==> src/hdl/bpbl_pkg.sv <==
`default_nettype none
package bpbl_pkg;
   localparam int NODE_COUNT_DEF  = 1024;
   localparam int PLANE_COUNT_DEF = 1024;
   localparam int MAX_DEPTH_DEF   = 64;
   localparam int SLOT_W          = 10;
   localparam int CELL_W          = 15;
   localparam logic [1:0] CMD_LOAD_NODE  = 2'd0;
   localparam logic [1:0] CMD_LOAD_PLANE = 2'd1;
   localparam logic [1:0] CMD_QUERY      = 2'd2;
   localparam logic signed [31:0] LEAF_EMPTY = -32'sd1;
   localparam logic signed [31:0] LEAF_SOLID = -32'sd2;
   localparam int NODE_W   = 32 + 32 + 32 + CELL_W;
   localparam int NORM_W   = 54;
   localparam int ACC_W    = 64;
   // one product of the shared multiply-accumulate unit
   typedef struct packed {
      logic                     clr;
      logic                     en;
      logic signed [32:0]       a;
      logic signed [32:0]       b;
   } mac_ctl_type;
endpackage
`default_nettype wire

==> src/hdl/bpbl_mac.sv <==
`default_nettype none
module bpbl_mac import bpbl_pkg::*; (
   input  wire logic                    clock,
   input  wire mac_ctl_type             ctl,
   output logic signed [ACC_W-1:0]      acc
);
   logic signed [ACC_W-1:0] prod_ff, acc_ff, acc_in;
   logic                    en_ff, clr_ff;
   // product registered, then accumulated
   always_ff @(posedge clock) begin
      prod_ff <= ACC_W'(ctl.a * ctl.b);
      en_ff   <= ctl.en;
      clr_ff  <= ctl.clr;
      acc_ff  <= acc_in;
   end
   always_comb begin
      acc_in = acc_ff;
      if (clr_ff) acc_in = '0;
      else if (en_ff) acc_in = acc_ff + prod_ff;
   end
   assign acc = acc_ff;
endmodule
`default_nettype wire

==> config.mk <==
export PLATFORM = sky130hd
export DESIGN_NAME = bpbl_mac
export DESIGN_NICKNAME = d
export VERILOG_FILES = /design/src/hdl/bpbl_pkg.sv /design/src/hdl/bpbl_mac.sv
export SDC_FILE = /design/constraint.sdc
export NUM_CORES = 2
export LEC_CHECK = 0
export BUFFER_PORTS_ARGS = -buffer_cell sky130_fd_sc_hd__buf_2
export CORE_ASPECT_RATIO = 2
export CORE_MARGIN = 10
export CORE_UTILIZATION = 32
export DETAILED_ROUTE_END_ITERATION = 8
export GPL_ROUTABILITY_DRIVEN = 0
export GPL_TIMING_DRIVEN = 0
export SYNTH_ARGS = -nofsm -noshare
export SYNTH_HDL_FRONTEND = slang
export SYNTH_SLANG_ARGS = --single-unit
export TNS_END_PERCENT = 20
==> constraint.sdc <==
create_clock -name clock -period 14.55 [get_ports clock]
set_clock_uncertainty 0.15 [all_clocks]
set_input_delay 0.7275 -clock clock [delete_from_list [all_inputs] [get_ports clock]]
set_output_delay 0.7275 -clock clock [all_outputs]
set_load 0.01 [all_outputs]
==> flow_metrics.py <==
metrics = {
    "outcome": {
        "run_status": "finished, violations left",
        "violations": "capacitance limit, slew limit",
    },
    "setup_path": {
        "crit_required_ps": 14720,
        "critPathBufInv": 7,
        "crit_fanout": 10,
        "critPathMaxStageDelay_ps": 1000,
        "cpMostUsedCell": "fa_1",
        "critPathKind": "in2reg",
        "setup.worst_path.start_class": "input pin",
        "cpLargestDelayFamily": "adder cells",
        "crit_arrival_ps": 10620,
        "endpoint_kind": "flip-flop",
        "slowest_stage": "fa_1",
    },
    "synthesis": {
        "synth_fp_nets": 6405,
        "yosysMostFrequentCell": "fa_1",
        "syn_avg_cell_area_um2": 9.16,
        "synth_seq_area_share": 0.0575,
        "synth-async-reset-ratio": 0,
        "netlist_top_cells_count": "fa_1 (1126), inv_1 (1114), nand2_1 (626), and2_1 (552), ha_1 (275)",
        "synth_top_cell_area_share": 0.498,
        "syn_inst": 4935,
        "synth_ff_type": "dfxtp_1",
        "netlist_area_mm2": 0.0452,
        "yosys_warnings": 0,
        "yosysTopAreaCell": "fa_1",
        "synth_cell_types": 76,
        "synth.area.top_cells": "fa_1 (50%), inv_1 (9.2%), and2_1 (7.6%)",
        "synth-seq-cells": 130,
        "synth_edf_count": 0,
    },
    "clock_network": {
        "clkLatencyLatePin_ps": 440,
        "clock-sinks": 130,
        "path_clk_slew_ps": 60,
        "clockBufferDepth": 2,
        "hold_buffers": 0,
        "root_buffer": "clkbuf_16",
        "post_cts_resize_count": 0,
        "htreeDepth": 4,
        "cts_buffers": 17,
        "postCtsSetupBuffers": 0,
        "tritoncts": "done",
    },
    "hold_path": {
        "min_path_type": "in2reg",
    },
    "sta": {
        "finalSetupViolCount": 0,
        "timing.slew.headroom": -0.0307,
        "fin_setup_tns_ps": 0,
        "rsz0062_at_grt": "false",
        "min_period_over_period": 0.718,
        "final_hold_viol_count": 0,
        "max_slew.worst_pin.slew_ps": 1550,
        "final_max_slew_viol_count": 11,
        "fmax_mhz": 95.7,
        "fin_crit_ps": 10450,
    },
    "placed_design": {
        "dpl-instance-area_mm2": 0.0482,
        "portBuffers": 132,
        "hpwl_um": 165000,
    },
    "global_route": {
        "grt_pass1_wl_um": 295000,
        "grt_usage": 0.271,
        "grt_start_max_net_pins": 25,
        "antenna_found_initial": 48,
        "grt_pass1_vias": 40500,
        "grt_overflow": 0,
    },
    "floorplanning": {
        "die-area_mm2": 0.158,
        "die_y_um": 552,
        "core_area_mm2": 0.141,
        "die_w_um": 286,
        "boundaryPins": 133,
        "std_cell_rows": 195,
        "initial_utilization": 0.321,
    },
    "route": {
        "drcViolationCount": 0,
        "drt_iter0_drc": 3440,
        "drt.antenna.violating_nets": 0,
        "via_per_inst": 5.32,
        "wl_per_cell_um": 30.3,
        "finalWirelength_um": 212000,
        "via_count": 37200,
        "drt_first_pass_iters": 8,
    },
    "finish": {
        "area_growth_pct": 8.19,
        "drive_above_1_share": 0.0380,
        "fin_area_mm2": 0.0489,
        "fin_util": 0.348,
        "fillers": 14600,
        "nNetsFinal": 6556,
    },
    "job": {
        "maxCapViolCount": 1,
    },
}
registers in the layout, summed over array words and instances, names as in the netlist:
| signal | flops |
|---|---|
| acc | 64 |
| clr_ff | 1 |
| en_ff | 1 |
| prod_ff | 64 |
worst paths after layout:
kind / from / end / slack (ps) / cells past startpoint
max: ctl[55] / prod_ff[62] / 4100 / 27
min: ctl[66] / en_ff / 240 / 1
max reg2reg: acc[0] / acc[60] / 10430 / 13
min reg2reg: acc[60] / acc[60] / 330 / 2
cell type report:
type	count	area, um2	area share
diodes	27	67.6	0.00138
plain buffers	238	911	0.0186
clock buffers	18	439	0.00898
clock inverters	14	190	0.00389
inverters	1114	4180	0.0855
multi-input cells	3453	37500	0.767
flip-flops and latches	130	2600	0.0532
well taps	1871	2340	0.0478
repair buffers	132	661	0.0135
metal layers:
metal	part of all wire	global-route usage
met3	0.096	0.0877
met2	0.49	0.463
met1	0.29	0.249
met5	0.0012	0
met4	0.13	0.268
worst reg2reg max path, delay by kind of cell, from the launching register on:
kind            cells  cell delay [ps]
xor+xnor            1              170
flops               1              350
compound gates      8             2500
buf+inv             1               60
fa+ha+maj           2              590
simple gates        1              170
cells in the final DEF, fill, tap and decap left out, types with 18 or more instances in the layout:
master / Yosys / routed
o21a_1: 20 / 20
clkbuf_1: 233 / 229
buf_2: 1 / 133
inv_1: 1114 / 1114
a21o_1: 75 / 75
a21oi_1: 135 / 135
nor3_1: 18 / 18
nand2_1: 626 / 626
fa_1: 1126 / 1126
mux2i_1: 32 / 32
dfxtp_1: 130 / 130
nor2b_1: 38 / 38
and2_1: 552 / 552
o21ai_0: 71 / 71
nand3_1: 21 / 21
nand2b_1: 24 / 24
o21bai_1: 22 / 22
ha_1: 275 / 275
diode_2: 0 / 27
nor2_1: 107 / 107
xnor2_1: 93 / 93
a31oi_1: 18 / 18
xor2_1: 37 / 37
a211oi_1: 19 / 19
cell families after synthesis:
| kind of cell | count (synthesis) | synth area share |
|---|---|---|
| mux | 33 | 0.00733 |
| flops | 130 | 0.0575 |
| fa+ha+maj | 1401 | 0.575 |
| simple gates | 1450 | 0.160 |
| xor+xnor | 130 | 0.0252 |
| compound gates | 439 | 0.0627 |
| buf+inv | 1352 | 0.112 |
metrics by stage:
stage               hold slack (ps)  worst slack [ps]  instances
global route                    228              3750       6972
global placement                308              4160       6938
floorplan                       338              6330       4935
CTS                             233              4580       6970
detailed placement              319              4120       6938
finish                          243              4100       6997
Power is not shown: default switching activity piles up to over one toggle a cycle in this logic, so the estimate is an artifact.
