File: src/hdl/bpbl_ram.sv
`default_nettype none
module bpbl_ram #(
   parameter int WIDTH = 8,
   parameter int DEPTH = 16
) (
   input  wire logic                     clock,
   input  wire logic                     wr_en,
   input  wire logic [$clog2(DEPTH)-1:0] wr_addr,
   input  wire logic [WIDTH-1:0]         wr_data,
   input  wire logic [$clog2(DEPTH)-1:0] rd_addr,
   output logic      [WIDTH-1:0]         rd_data
);
   logic [WIDTH-1:0] mem [DEPTH];
   always_ff @(posedge clock) begin
      if (wr_en) mem[wr_addr] <= wr_data;
      rd_data <= mem[rd_addr];
   end
endmodule
`default_nettype wire

File: config.mk
export PLATFORM = sky130hd
export DESIGN_NAME = bpbl_ram
export DESIGN_NICKNAME = d
export VERILOG_FILES = /design/src/hdl/bpbl_ram.sv
export SDC_FILE = /design/constraint.sdc
export NUM_CORES = 1
export LEC_CHECK = 0
export ABC_AREA = 1
export BUFFER_PORTS_ARGS = -buffer_cell sky130_fd_sc_hd__buf_4
export CORE_UTILIZATION = 60
export DETAILED_ROUTE_END_ITERATION = 7
export PLACE_DENSITY = 0.77
export SLEW_MARGIN = 15
export SYNTH_ARGS = -nofsm -noshare
export SYNTH_HDL_FRONTEND = slang
export SYNTH_SLANG_ARGS = --single-unit
File: constraint.sdc
create_clock -name clock -period 3.4 [get_ports clock]
set_clock_uncertainty 0.05 [all_clocks]
set_input_delay 0.34 -clock clock [delete_from_list [all_inputs] [get_ports clock]]
set_output_delay 0.34 -clock clock [all_outputs]
set_load 0.01 [all_outputs]
==> run metrics, run 1 <==
Max transition margin 28.8%; DPL Wire Length 7320 um; Clk network pwr share 47.6%; Ys Warns 0; DR vias 3838; dominant cell type by area after synthesis edfxtp_1; xor and xnor area share after synthesis 0%; Final Critical Period 1.92 ns; outcome finished clean; vias in the first global route 3784; clk_lat worst skew 0.52 ns; Pwr Density 617 mW/mm^2; DRT met1 WL 4860 um; final RePlAce weighted congestion 0.876; # IOs 26; Hold Vio Cnt, Final 0; worst-path maximum fanout 65; final net count 589; fin. max-slew vios 0; largest net degree at the start of global routing 66; Hold Path Class in -> reg; sequential fraction of design power 46.6%; sw frac 21.0%; root buffer cell clkbuf_8; starting density of the core 62.1%; Clock transition at path regs 0.06 ns; H-tree Lvls 4; max-cap violations 0; Yosys cell types 12; Syn Area/Cell 10.5 um^2; Synth Instances 551; share of layout cells above drive strength 1 9.42%; setup_tns 0 ns; clk buf depth 2; largest family of logic cells by synthesized area simple AND/OR/NAND/NOR gates; CTS tree built; CTS Buf Count 17; critical path endpoint category flop; DIE HEIGHT 100 um; Detail Route Antenna Nets 0; mux contribution to synthesized area 0%; Syn Std Cell Area 0.00577 mm^2; grt ovf 0; clk sinks 136; worst reg2reg path depth 6; Multi-input gate area 0.00121 mm^2; DR WL met3 1020 um; RSZ-0062 raised after global routing false; FF/Latch Area 0.00400 mm^2; cell internal pwr 3.20 mW; initial antenna violation count 0; Inst Count DP 681; Yosys reg bits 136; routed len/inst 18.0 um; Leak Pwr 2.83 nW; DR WL met2 6490 um; IO buf count 25; core box area 0.00928 mm^2; hold depth 3; Worst Tran Pin Value 1.07 ns; Chip Width 100 um; sequential share of the synthesized area 69.4%; ant diodes 0; Data required, critical path 3.75 ns; Setup crit start kind primary input; DRT Wirelength 12800 um; Comb pwr share 5.8%; area share of and/or/nand/nor cells after synthesis 21.0%; CP Class in -> reg; WP data arrival 2.27 ns; Final Setup Violations 0; NetSw 0.850 mW; syn nets 569; first-pass GRT wire length 20000 um; Fmax 520 MHz; Post-CTS Setup Inserts 0; cts-stage hold buffer count 0; share of the synthesized area in the top cell type 66.7%; Post-Layout Cell Count 713; DR pass1 iterations 5; Die Area 0.0100 mm^2; compound-gate portion of the synthesized area 0%; Iter 0 DRT Violations 317; DR vias/cell 5.38; top sig layer met4; area grow syn2layout 14.0%; synth top area cells edfxtp_1, nand2_1, nand3_1; fin crit share 56.6%; final worst slack 1.48 ns; DRC viols 0; FILL cells 611; Worst VDD drop 0.474 mV; adder-cell share of the synthesized area 0%; Core Rows 35; post-cts sizing count 0; dpl ws 1.05 ns; GRT Overall Usage 28.0%
[critical path, cell delays in order]
cell	delay, ns
buf_4	0.31
inv_2	0.87
nand2_1	0.16
nand3_1	0.16
nand3_1	0.14
nand3_1	0.16
nand2_1	0.09
[final timing paths]
check,endpoint,startpoint,slack [ns]
max reg2reg,rd_data[2],mem[2][2],2.20
max,rd_data[2],rd_addr[0],1.48
min,rd_data[6],rd_addr[3],0.1
min reg2reg,rd_data[5],mem[13][5],0.60
[metrics by stage]
stage / utilization, % / total power [mW] / hold slack (ns) / cell area, um^2
5_1_grt: 70.8 / 4.15 / 0.0987 / 6570
3_3_place_gp: 64.1 / 2.14 / 0.577 / 5950
4_1_cts: 70.8 / 4.06 / 0.0869 / 6570
6_report: 70.8 / 4.05 / 0.0981 / 6570
2_1_floorplan: - / 2.06 / 0.389 / 5770
3_5_place_dp: 64.1 / 2.15 / 0.587 / 5950
[per-layer routing]
metal | global-route usage, % | vias to the layer above
li1 | - | 1811
met2 | 45.7 | 215
met3 | 5.29 | 43
met4 | 14.7 | 0
met1 | 36.1 | 1769
met5 | 0 | -
[logic make-up after synthesis]
| family | count (synthesis) |
|---|---|
| buffers and inverters | 126 |
| DFF | 136 |
| and+or+nand+nor | 289 |
[synth_stat cells (all sizes together)]
cell type    n
nor2        17
nand3b       2
nand2      173
edfxtp     128
buf         24
nand3       97
dfxtp        8
inv        102
[layout by cell type (no fill, tap or decap), drive strengths merged]
master	instances
clkinvlp	2
nand3b	2
bufinv	5
inv	103
nand3	97
nand2	173
dfxtp	8
nor2	17
clkbuf	18
clkinv	6
buf	25
edfxtp	128
[power groups by stage]
stage / sequential, mW / clock (mW) / combinational [mW]
floorplan: 1.92 / 0 / 0.132
global route: 1.89 / 2.01 / 0.254
detailed placement: 1.92 / 0 / 0.227
CTS: 1.89 / 1.94 / 0.231
global placement: 1.92 / 0 / 0.219
finish: 1.89 / 1.93 / 0.233
[flip-flops by register name (all words and copies together), names as in the netlist]
register  count
rd_data       8
mem         128
[cell type report]
cell class                 instances  share of cell area, %
multi-input combinational        289                   18.5
inverter                         102                   5.83
sequential                       136                   60.9
tap                              129                   2.46
clock buffer                      18                   6.36
clock inverter                    14                   3.10
timing repair buffer              25                   2.86
(Power assumes the default switching activity.)
==> inputs of run 2 (changes only) <==
- CORE_UTILIZATION: 60 -> 55
- PLACE_DENSITY: 0.77 -> 0.74
- clock period: 3.4 -> 1.7 ns (I/O delays scaled with it)
==> run 2 against run 1 <==
- global-route usage down 2.3 points
- first-iteration DRC count increased by 3.8%
- non-clock buffer count is 30 higher
- cell count grew 5.2%
- via count increased by 2.6%
- total power rose by 91%
- worst hold slack got worse by 0.058 ns
- clock power up 79%
- largest cell class unchanged
- highest routed layer unchanged
==> run metrics, run 2 (synthesis results as in run 1) <==
outcome finished clean; root buffer cell clkbuf_8; Die Area 0.0109 mm^2 (+8.9%); share of layout cells above drive strength 1 12.9% (+3.4 points); commonest non-fill, non-tap cells in the layout nand2_1, edfxtp_1, inv_1, nand3_1, buf_4; Post-CTS Setup Inserts 0 (unchanged); flop2flop setup slack 0.61 ns (-1.59 ns); commonest non-fill, non-tap cell in the layout nand2_1; CP Class reg -> out; Worst Tran Pin Value 0.502 ns (-0.565 ns); clk_lat worst skew 0.53 ns (about the same); routed len/inst 17.1 um (-4.5%); final net count 619 (+5.1%); CTS tree built; hold wc startpoint rd_addr[2]; FILL cells 748 (+22%); first-pass GRT wire length 20400 um (+2.1%); DR pass1 iterations 5 (unchanged); clk buf depth 2 (unchanged); Most flops, register mem; Comb pwr share 6.5% (+0.7 points); reg2reg start mem[1][5]; Detail Route Antenna Nets 0 (unchanged); final worst slack 0.487 ns (-0.990 ns); ant diodes 0 (unchanged); DPL Wire Length 7740 um (+5.8%); Leak Pwr 2.97 nW (+5.0%); post-cts sizing count 0 (unchanged); RSZ-0062 raised after global routing false; DIE HEIGHT 104 um (+4.4%); Clk network pwr share 44.8% (-2.8 points); Worst path slowest cell dfxtp_1; cell internal pwr 6.03 mW (+88%); Largest regs mem (128), rd_data (8); fin. max-slew vios 0 (unchanged); Final Critical Period 1.21 ns; GRT Overall Usage 25.7% (-2.3 points); Setup crit start kind flop; dpl ws 0.318 ns (-0.733 ns); DRT Wirelength 12900 um (+0.44%); FF/Latch Area 0.00400 mm^2 (unchanged); Fmax 824 MHz; IO buf count 25 (unchanged); worst reg2reg path depth 6 (unchanged); DR vias/cell 5.25 (-2.4%); Worst Hold End rd_data[6]; NetSw 1.70 mW (+100%); Worst VDD drop 0.702 mV (+48%); H-tree Lvls 4 (unchanged); Core Rows 37 (+5.7%); max-cap violations 0 (unchanged); vias in the first global route 3900 (+3.1%); Data required, critical path 1.48 ns (-2.27 ns); final RePlAce weighted congestion 0.826 (-5.7%); grt ovf 0 (unchanged); Multi-input gate area 0.00121 mm^2 (unchanged); critical path endpoint category output pin; cts-stage hold buffer count 9 (+9); CP cell instances buf_4; CTS Buf Count 17 (unchanged); sequential fraction of design power 48.8% (+2.2 points); setup_tns 0 ns (unchanged); Max transition margin 66.5% (+38 points); Hold WS 0.0396 ns (-0.0584 ns); WP data arrival 0.99 ns (-1.28 ns); max FFs per register 128 (unchanged); hold depth 4 (+1); delay-heaviest family, CP flip-flops; largest net degree at the start of global routing 65 (-1.5%); fin crit share 71.4%; area grow syn2layout 17.8%; Hold Vio Cnt, Final 0 (unchanged); Pwr Density 1140 mW/mm^2 (+85%); Worst path max stage delay 0.34 ns (-0.53 ns); starting density of the core 56.4% (-5.8 points); DR vias 3939 (+2.6%); Final Util 66.4% (-4.4 points); DRC viols 0 (unchanged); FF-to-FF End rd_data[5]; sw frac 22.0% (+1.0 points); # IOs 26 (unchanged); Hold Path Class in -> reg; worst-path maximum fanout 1 (-98%); Clock transition at path regs 0.06 ns (about the same); Chip Width 104 um (+4.4%); Final Setup Violations 0 (unchanged); Iter 0 DRT Violations 329 (+3.8%); clk sinks 136 (unchanged); initial antenna violation count 0 (unchanged); WP buf/inv 1 (-1); core box area 0.0102 mm^2 (+10%)
run 2: cell types whose count changed in the layout (fill, tap and decap cells not counted), moves of 2 or more:
cell / change
clkinv_1: -3
buf_12: +2
dlygate4sd3_1: +9
clkinv_2: +5
bufinv_16: -3
buf_4: +19
run 2: cell type report:
cell class / instances / share of cell area (%)
clock buffer: 19 / 6.36
clock inverter: 13 / 1.90
inverter: 102 / 5.64
multi-input combinational: 289 / 17.9
sequential: 136 / 59.0
tap: 136 / 2.51
timing repair buffer: 55 / 6.78
run 2: metal layers:
metal  wire length (um)  vias up  GRT usage (%)
met5                  0        -              0
met4                369        0           12.9
met3                884       30           5.64
met2               6430      179           41.1
met1               5170     1861           33.4
li1                   -     1869              -
run 2: worst max path at each step:
stage | endpoint | depth (start not counted) | startpoint
after floorplan | mem[10][0] | 2 | wr_addr[2]
after CTS | rd_data[7] | 1 | rd_data[7]
after detailed placement | rd_data[1] | 7 | rd_addr[1]
final | rd_data[6] | 1 | rd_data[6]
after global placement | rd_data[1] | 7 | rd_addr[1]
after global routing | rd_data[6] | 1 | rd_data[6]
run 2: power by group through the flow:
stage	logic (mW)	registers (mW)	clock network, mW
floorplan	0.264	3.85	0
global placement	0.470	3.84	0
detailed placement	0.481	3.84	0
CTS	0.503	3.77	3.49
global route	0.549	3.78	3.65
finish	0.499	3.77	3.46
run 2: per-stage QoR:
stage          instance area, um^2  power, mW  std cells
6_report                      6790       7.74        750
5_1_grt                       6790       7.97        750
4_1_cts                       6790       7.77        750
3_5_place_dp                  6140       4.32        709
3_3_place_gp                  6140       4.31        709
2_1_floorplan                 5770       4.11        551
==> inputs of run 3 (changes only) <==
- clock period: 1.7 -> 1.1 ns (I/O delays scaled with it)
==> run 3 against run 2 <==
- the flow now finishes with violations (negative setup slack)
- global-route usage decreased by 0.25 points
- critical path depth unchanged
- clock-buffer cell count increased by 1
- non-clock buffer count increased by 18
- combinational power increased by 73%
- design area increased by 3.6%
- routed wire length increased by 0.84%
- critical path type unchanged
- critical endpoint unchanged
- largest power group unchanged
==> run metrics, run 3 (synthesis results as in run 1) <==
outcome complete, but fails checks; failing checks negative setup slack; Final Critical Period 1.15 ns; DR pass1 iterations 5 (unchanged); Iter 0 DRT Violations 282 (-14%); starting density of the core 56.4% (unchanged); grt ovf 0 (unchanged); root buffer cell clkbuf_8; Worst VDD drop 1.16 mV (+65%); commonest non-fill, non-tap cells in the layout nand2_1, edfxtp_1, inv_1, nand3_1, buf_4; clk buf depth 2 (unchanged); DIE HEIGHT 104 um (unchanged); Post-CTS Setup Inserts 0 (unchanged); vias in the first global route 3851 (-1.3%); Worst path max stage delay 0.36 ns (+0.02 ns); setup_tns -0.109 ns (-0.109 ns); # IOs 26 (unchanged); CTS Buf Count 17 (unchanged); Hold Path Class in -> reg; max-cap violations 0 (unchanged); share of layout cells above drive strength 1 16.8% (+3.9 points); final worst slack -0.0494 ns (-0.536 ns); critical path endpoint category output pin; RSZ-0062 raised after global routing true; Largest regs mem (128), rd_data (8); initial antenna violation count 0 (unchanged); Die Area 0.0109 mm^2 (unchanged); Clock transition at path regs 0.06 ns (about the same); Detail Route Antenna Nets 0 (unchanged); CP cell instances buf_6; Most flops, register mem; Chip Width 104 um (unchanged); DR vias/cell 5.15 (-1.9%); CP Class reg -> out; Worst Tran Pin Value 0.298 ns (-0.205 ns); IO buf count 25 (unchanged); DRT Wirelength 13000 um (+0.84%); routed len/inst 16.9 um (-1.5%); Pwr Density 1740 mW/mm^2 (+53%); WP buf/inv 1 (unchanged); clk_lat worst skew 0.52 ns (about the same); Setup crit start kind flop; WP data arrival 0.99 ns (about the same); fin. max-slew vios 0 (unchanged); Worst path slowest cell dfxtp_2; Max transition margin 80.2% (+14 points); DPL Wire Length 8280 um (+7.0%); final net count 637 (+2.9%); delay-heaviest family, CP flip-flops; Fmax 870 MHz; DRC viols 0 (unchanged); max FFs per register 128 (unchanged); CTS tree built; largest net degree at the start of global routing 33 (-49%); area grow syn2layout 22.0%; DR vias 3955 (+0.41%); Core Rows 37 (unchanged); commonest non-fill, non-tap cell in the layout nand2_1; final RePlAce weighted congestion 0.876 (+6.1%); H-tree Lvls 4 (unchanged); Data required, critical path 0.94 ns (-0.54 ns); worst-path maximum fanout 1 (unchanged); dpl ws -0.110 ns (-0.428 ns); Hold Vio Cnt, Final 0 (unchanged); clk sinks 136 (unchanged); first-pass GRT wire length 20100 um (-1.8%); Leak Pwr 3.09 nW (+3.9%); GRT Overall Usage 25.5% (-0.25 points); Final Setup Violations 6 (+6); fin crit share 104%; core box area 0.0102 mm^2 (unchanged); ant diodes 0 (unchanged)
==> run 3: cell types whose count changed in the layout (fill, tap and decap cells not counted), sizes merged <==
cell,previous run,this run
bufinv,2,3
clkinvlp,1,2
dlygate4sd3,9,10
buf,46,63
clkinv,9,6
clkbuf,19,20
==> run 3: path summary, 6_finish.rpt <==
| path | endpoint | from | depth (start not counted) | slack, ns |
|---|---|---|---|---|
| setup / recovery | rd_data[6] | rd_data[6] | 1 | -0.05 |
| hold / removal | rd_data[6] | rd_addr[0] | 6 | 0.08 |
| setup reg to reg | rd_data[4] | mem[8][4] | 6 | 0.07 |
| hold reg to reg | rd_data[7] | mem[9][7] | 6 | 0.62 |
==> run 3: routing by layer <==
metal | vias to the layer above | routed length (um) | share of wire [%] | global-route usage, %
met2 | 121 | 6580 | 51 | 43.0
met4 | 0 | 300 | 2.3 | 9.39
li1 | 1910 | - | - | -
met1 | 1901 | 5430 | 42 | 31.6
met3 | 23 | 646 | 5.0 | 6.52
met5 | - | 0 | 0 | 0
==> run 3: final cells by class <==
cell class / instances / area (um^2)
clock buffers: 20 / 435
multi-input cells: 289 / 1230
clock inverters: 12 / 151
fillers: 737 / 3200
well taps: 136 / 170
flip-flops and latches: 136 / 4010
repair buffers: 73 / 653
inverters: 102 / 383
==> run 3: power breakdown <==
part / internal, mW / switching, mW / total, mW
Combinational: 0.340 / 0.525 / 0.865
Sequential: 5.80 / 0.0451 / 5.85
Clock: 3.51 / 2.05 / 5.56
==> run 3: repair_timing <==
item                       4_1_cts  5_1_grt
hold endpoints to repair       136        0
hold buffers                    10        0
resized for setup               13        6
setup endpoints to repair        8       10
pin swaps                        0        0
==> run 3: stage by stage <==
step | std cells | cell area [um^2] | total power, mW | hold WS, ns | utilization (%)
floorplan | 551 | 5770 | 6.35 | 0.159 | -
global placement | 726 | 6290 | 6.71 | 0.379 | 61.5
detailed placement | 726 | 6290 | 6.74 | 0.385 | 61.5
CTS | 768 | 7020 | 12.3 | 0.0568 | 68.6
global route | 768 | 7040 | 12.6 | 0.0740 | 68.8
finish | 768 | 7040 | 12.3 | 0.0776 | 68.8
==> run 3: worst reg2reg max path, stage by stage, from the launching register on <==
cell and delay [ns]:
edfxtp_1 0.37, inv_1 0.06, nand2_1 0.05, nand3_1 0.07
nand3_1 0.09, nand3_1 0.17, nand2_1 0.07
